[config.mk]
export PLATFORM = sky130hd
export DESIGN_NAME = length_prefixed_frame_deframer_core
export DESIGN_NICKNAME = d
export VERILOG_FILES = /design/src/rtl/core/lpfd_pkg.sv /design/src/rtl/core/lpfd_step.sv /design/src/rtl/core/length_prefixed_frame_deframer_core.sv
export SDC_FILE = /design/constraint.sdc
export NUM_CORES = 1
export LEC_CHECK = 0
export BUFFER_PORTS_ARGS = -buffer_cell sky130_fd_sc_hd__buf_2
export CAP_MARGIN = 10
export CORE_UTILIZATION = 30
export CTS_BUF_LIST = sky130_fd_sc_hd__clkbuf_8
export DETAILED_ROUTE_END_ITERATION = 16
export PLACE_DENSITY = 0.53
export SYNTH_ARGS = -nofsm -noshare
export SYNTH_HDL_FRONTEND = slang
export SYNTH_SLANG_ARGS = --single-unit
[constraint.sdc]
create_clock -name clk_i -period 3.5 [get_ports clk_i]
set_clock_uncertainty 0.1 [all_clocks]
set_input_delay 0.7 -clock clk_i [delete_from_list [all_inputs] [get_ports clk_i]]
set_output_delay 0.7 -clock clk_i [all_outputs]
set_load 0.01 [all_outputs]
[src/rtl/core/lpfd_pkg.sv]
`default_nettype none
// ----------------------------------------------------------------------------
// lpfd_pkg: shared types and constants of the frame deframer
// Status codes, deframer state record and per-byte result record.
// ----------------------------------------------------------------------------
package lpfd_pkg;

  // header layout: 16-bit type then 32-bit length, little endian
  localparam int unsigned HeaderBytes  = 6;
  localparam int unsigned HdrCntW      = 3;
  localparam int unsigned HdrStoreW    = 8 * (HeaderBytes - 1);
  localparam logic [HdrCntW-1:0] HdrLastIdx = HdrCntW'(HeaderBytes - 1);

  // register reset value
  localparam logic [15:0] MaxPayloadRst = 16'd32768;

  // per-byte status codes
  typedef enum logic [2:0] {
    StHeader   = 3'd0,
    StPayload  = 3'd1,
    StEmpty    = 3'd2,
    StOversize = 3'd3,
    StDiscard  = 3'd4
  } status_e;

  // deframer state carried from byte to byte
  typedef struct packed {
    logic                 in_payload;
    logic                 failed;
    logic [HdrStoreW-1:0] header_store;
    logic [HdrCntW-1:0]   header_count;
    logic [15:0]          current_type;
    logic [15:0]          current_length;
    logic [15:0]          received_count;
  } state_t;

  // one result item
  typedef struct packed {
    status_e     status;
    logic [7:0]  data_byte;
    logic [15:0] frame_type;
    logic [15:0] frame_length;
    logic        frame_end;
  } result_t;

endpackage
`default_nettype wire

[src/rtl/core/lpfd_step.sv]
`default_nettype none
// ----------------------------------------------------------------------------
// lpfd_step: per-byte deframer logic
// Computes the next deframer state and the result for one received byte.
// ----------------------------------------------------------------------------
module lpfd_step import lpfd_pkg::*; (
  input  state_t      state_i,
  input  logic [7:0]  in_byte_i,
  input  logic [15:0] max_payload_i,
  output state_t      state_o,
  output result_t     result_o
);

  logic [15:0] rcv_inc;
  logic [31:0] hdr_len;
  logic [15:0] hdr_type;
  logic [15:0] len_sat;

  assign rcv_inc  = state_i.received_count + 16'd1;
  assign hdr_type = state_i.header_store[15:0];
  assign hdr_len  = {in_byte_i, state_i.header_store[HdrStoreW-1:16]};
  assign len_sat  = (hdr_len[31:16] != 16'd0) ? 16'hFFFF : hdr_len[15:0];

  always_comb begin
    state_o               = state_i;
    result_o.status       = StHeader;
    result_o.data_byte    = in_byte_i;
    result_o.frame_type   = state_i.current_type;
    result_o.frame_length = state_i.current_length;
    result_o.frame_end    = 1'b0;

    if (state_i.failed) begin
      // sticky error: discard everything
      result_o.status = StDiscard;
    end else if (state_i.in_payload) begin
      // payload byte, count and check for frame end
      result_o.status         = StPayload;
      state_o.received_count  = rcv_inc;
      if (rcv_inc >= state_i.current_length) begin
        state_o.in_payload   = 1'b0;
        state_o.header_count = '0;
        state_o.header_store = '0;
        result_o.frame_end   = 1'b1;
      end
    end else if (state_i.header_count < HdrLastIdx) begin
      // collect a header byte into its lane
      result_o.frame_type   = 16'd0;
      result_o.frame_length = 16'd0;
      for (int k = 0; k < HeaderBytes - 1; k++) begin
        if (state_i.header_count == HdrCntW'(k)) begin
          state_o.header_store[8*k +: 8] = state_i.header_store[8*k +: 8] | in_byte_i;
        end
      end
      state_o.header_count = state_i.header_count + 1'b1;
    end else begin
      // last header byte: decode and check the length
      state_o.header_count   = '0;
      state_o.header_store   = '0;
      state_o.received_count = '0;
      state_o.current_type   = hdr_type;
      state_o.current_length = len_sat;
      result_o.frame_type    = hdr_type;
      result_o.frame_length  = len_sat;
      if (hdr_len > {16'd0, max_payload_i}) begin
        state_o.failed  = 1'b1;
        result_o.status = StOversize;
      end else if (hdr_len == 32'd0) begin
        result_o.status    = StEmpty;
        result_o.frame_end = 1'b1;
      end else begin
        state_o.in_payload = 1'b1;
      end
    end
  end

endmodule
`default_nettype wire

[src/rtl/core/length_prefixed_frame_deframer_core.sv]
`default_nettype none
// ----------------------------------------------------------------------------
// length_prefixed_frame_deframer_core: type-length-value byte deframer
// Splits a byte stream into frames with a six-byte little-endian header
// (16-bit type, 32-bit length) and flags oversize frames.
// ----------------------------------------------------------------------------
// Usage:
//   Input channel: one stream byte per transfer (in_valid_i / in_stall_o).
//   Output channel: exactly one result per input byte (out_valid_o /
//   out_stall_i) with status, byte, frame type, frame length and end mark.
//   A byte's result appears in the output register in the cycle after the
//   byte is taken. Throughput is one byte per cycle while the receiver does
//   not stall; the state update is a single pass of counter, compare and
//   header assembly logic between the state register and result register.
//   When the receiver stalls, the result register holds its item and the
//   input stalls only while that item is still waiting; a byte is taken in
//   the same cycle the waiting result is transferred.
//   Reset clears the deframer state and the sticky error, empties the
//   result register and sets max_payload to 32768. After an oversize frame
//   every byte is reported as discarded until the next reset.
//   max_payload_we_i writes the limit; write it only while idle.
// ----------------------------------------------------------------------------
module length_prefixed_frame_deframer_core import lpfd_pkg::*; (
  input  logic        clk_i,
  input  logic        rst_ni,
  // configuration
  input  logic        max_payload_we_i,
  input  logic [15:0] max_payload_i,
  // input channel
  input  logic        in_valid_i,
  output logic        in_stall_o,
  input  logic [7:0]  in_byte_i,
  // output channel
  output logic        out_valid_o,
  input  logic        out_stall_i,
  output logic [2:0]  status_o,
  output logic [7:0]  data_byte_o,
  output logic [15:0] frame_type_o,
  output logic [15:0] frame_length_o,
  output logic        frame_end_o
);

  logic [15:0] max_payload_q;
  state_t      state_q, state_d;
  result_t     res_d, res_q;
  logic        out_valid_q;
  logic        in_xfer;

  // accept a byte unless a waiting result is stalled
  assign in_stall_o = out_valid_q & out_stall_i;
  assign in_xfer    = in_valid_i & ~in_stall_o;

  // configuration register
  always_ff @(posedge clk_i or negedge rst_ni) begin
    if (!rst_ni) begin
      max_payload_q <= MaxPayloadRst;
    end else if (max_payload_we_i) begin
      max_payload_q <= max_payload_i;
    end
  end

  // per-byte logic
  lpfd_step u_step (
    .state_i      (state_q),
    .in_byte_i    (in_byte_i),
    .max_payload_i(max_payload_q),
    .state_o      (state_d),
    .result_o     (res_d)
  );

  // deframer state
  always_ff @(posedge clk_i or negedge rst_ni) begin
    if (!rst_ni) begin
      state_q <= '0;
    end else if (in_xfer) begin
      state_q <= state_d;
    end
  end

  // result register valid
  always_ff @(posedge clk_i or negedge rst_ni) begin
    if (!rst_ni) begin
      out_valid_q <= 1'b0;
    end else if (in_xfer) begin
      out_valid_q <= 1'b1;
    end else if (!out_stall_i) begin
      out_valid_q <= 1'b0;
    end
  end

  // result register payload
  always_ff @(posedge clk_i) begin
    if (in_xfer) begin
      res_q <= res_d;
    end
  end

  assign out_valid_o    = out_valid_q;
  assign status_o       = res_q.status;
  assign data_byte_o    = res_q.data_byte;
  assign frame_type_o   = res_q.frame_type;
  assign frame_length_o = res_q.frame_length;
  assign frame_end_o    = res_q.frame_end;

endmodule
`default_nettype wire
==> impl_metrics.toml <==
[pwr]
vdd_drop_max_mv = 0.2999
p_leak_uw = 0.003889
power_density_nw_per_um2 = 696.7

[placed_design]
place.gp.congestion = 0.8059
dp_hpwl_mm = 12.24
place_area_sq_um = 7998
io_buffer_count = 74

[drt]
wl_mm = 17.58
drc = 0
vias_per_cell = 4.848
drtIter0Drc = 382
avgRoutedWirePerCell_um = 16.48
postRouteAntennaNets = 0
num_vias = 5173
dr.pass1.iters = 5

[grt]
antenna_found_initial = 0
gr-total-overflow = 0
grt_usage_pct = 15.17
grt_first_pass_wirelength_mm = 27.99
grt_max_degree = 58
grt_pass1_vias = 4970

[logic_synthesis]
synthCells = 659
synth_cell_type_count = 51
synthTopCellsByCount = "109 x dfrtp_1, 86 x nor2_1, 53 x nand2_1"
yosysTopAreaCell = "dfrtp_1"
syn_area_sq_um = 7203
synth_edf_count = 44
ys_seq_area_share_pct = 56.57
syn_area_per_cell_sq_um = 10.93
yosys_register_bits = 154
synthTopCellsByArea = "dfrtp_1 38%, edfxtp_1 18%, ha_1 6.6%"
async_reset_ff_share_pct = 71.43
yosysMostFrequentCell = "dfrtp_1"
synth_top_area_share_pct = 37.87
synth_ff_type = "dfrtp_1"
syn_nets = 726
yosysWarnings = 0

[sta]
rsz0062_at_grt = "no"
relSlewSlack_pct = 45.70
final-hold-violation-count = 0
fin_crit_sh_pct = 91.75
worstMarginPinSlew_ps = 814.5
setup_viol = 0
slew_viol_final = 0
period_needed_ps = 3211
fmax_mhz = 311.4
hold_ws_ps = 214.9
fin_tns_setup_ps = 0

[layout]
nets = 802
finalInstanceArea_sq_um = 8432
insertedDiodeCount = 0
drive_above_1_share_pct = 20.86
syn_to_final_growth_pct = 17.06

[worst_setup_path]
crit_top_cell = "ha_1"
crit_slowest_cell = "dfrtp_1"
slowest_delay_ps = 430
critical_path_required_ps = 3740
cp-end-kind = "flip-flop"
start_kind = "flip-flop"
crit_family = "compound AO/OA/AOI/OAI gates"
cp.arrival_ps = 3450
path_class = "flip-flop to flip-flop"
path_cells = "ha_1 > nand2_1 > nor3_2 > nand4_1 > xnor2_1 > ha_1 > and2_1 > a221oi_1 > o21ai_0 > a211o_1 > buf_4 > a41oi_1 > nor2_1"
crit_buf_inv = 1
path_max_fanout = 7

[die]
dieArea_sq_um = 24630
fp.dieH_um = 157.0
ios = 75
start_util_pct = 30.60
chipWidth_um = 157.0
core_area_sq_um = 23540
std_cell_rows = 56

[worst_hold_path]
hp-class = "primary input to async pin"

[clocking]
cts.sinks = 154
cts_tree = "yes"
insertion_delay_ps = 460
clk_path_buf_depth = 2
path_clk_slew_ps = 90
htree_levels = 4
tritoncts.num_buffers = 17
cts_hold_buf = 0
clockRootBuffer = "clkbuf_8"

[job]
maxCapViolCount = 0

[outcome]
status = "finished clean"
state kept, by name (all words and copies together), names as in the netlist:
signal	count
status_o	3
frame_type_o	16
out_valid_o	1
data_byte_o	8
frame_length_o	16
state_q	93
frame_end_o	1
max_payload_q	16
path summary, 6_finish.rpt:
check	start	slack, ps	end	depth (start not counted)
setup / recovery	state_q[0]$_DFFE_PN0P_	290	state_q[78]$_DFFE_PN0P_	13
hold / removal	rst_ni	210	state_q[26]$_DFFE_PN0P_	1
setup reg to reg	state_q[0]$_DFFE_PN0P_	290	state_q[78]$_DFFE_PN0P_	13
hold reg to reg	state_q[43]$_DFFE_PN0P_	400	state_q[43]$_DFFE_PN0P_	1
max in group asynchronous	rst_ni	2200	max_payload_q[15]$_DFFE_PN1P_	2
min in group clk_i	max_payload_i[5]	340	max_payload_q[5]$_DFFE_PN0P_	3
placed cells by master, fill, tap and decap left out, drive strengths merged, types with 9 or more instances in the layout:
master  count
o21ai      49
a22o       23
inv        47
a31oi      33
dfrtp     109
nand4       9
clkbuf     18
mux2       18
edfxtp     44
ha         38
nor2       86
and2       11
buf        90
nand2      53
a21oi      30
metal layers:
metal / track usage, % / part of all wire, % / up-vias
met5: 0 / 0 / -
met4: 4.202 / 0.87 / 0
met3: 3.800 / 4.7 / 13
met2: 22.86 / 46 / 116
met1: 21.49 / 48 / 2526
li1: - / - / 2518
cell type report:
cell class / instances / area [sq um]
Tap cell: 319 / 399.1
Multi-Input combinational cell: 432 / 2868
Fill cell: 2412 / 15110
Inverter: 40 / 150.1
Clock buffer: 18 / 247.7
Sequential cell: 154 / 4078
Timing Repair Buffer: 90 / 530.5
Clock inverter: 14 / 158.9
metrics by stage:
stage	std cells	util [%]	worst slack [ps]	total power, uW
floorplan	659	-	130.9	3925
global placement	1033	33.97	253.4	4473
detailed placement	1033	33.97	193.7	4516
CTS	1065	35.70	170.9	5931
global route	1067	35.82	17.65	6297
finish	1067	35.82	288.7	5875
power by group:
group | internal, uW | total (uW) | switching, uW | leakage, uW
clock network | 670 | 1410 | 737 | 0.000201
registers | 2460 | 2880 | 425 | 0.00176
logic | 681 | 1590 | 906 | 0.00193
total | 3810 | 5870 | 2070 | 0.00389
cells by family (layout without fill, tap and decap cells):
group | after synthesis | count (layout) | synth area share [%]
simple gates | 194 | 194 | 13.20
compound gates | 168 | 168 | 15.22
flops | 154 | 154 | 56.57
buf+inv | 73 | 162 | 3.891
fa+ha+maj | 38 | 38 | 6.601
mux | 18 | 18 | 2.814
xor+xnor | 14 | 14 | 1.702
timing repair:
item,4_1_cts,5_1_grt
resized for setup,0,4
buffers inserted,0,2
endpoints found under the setup margin,0,42
Note: power is estimated with default switching activity, not from simulation.
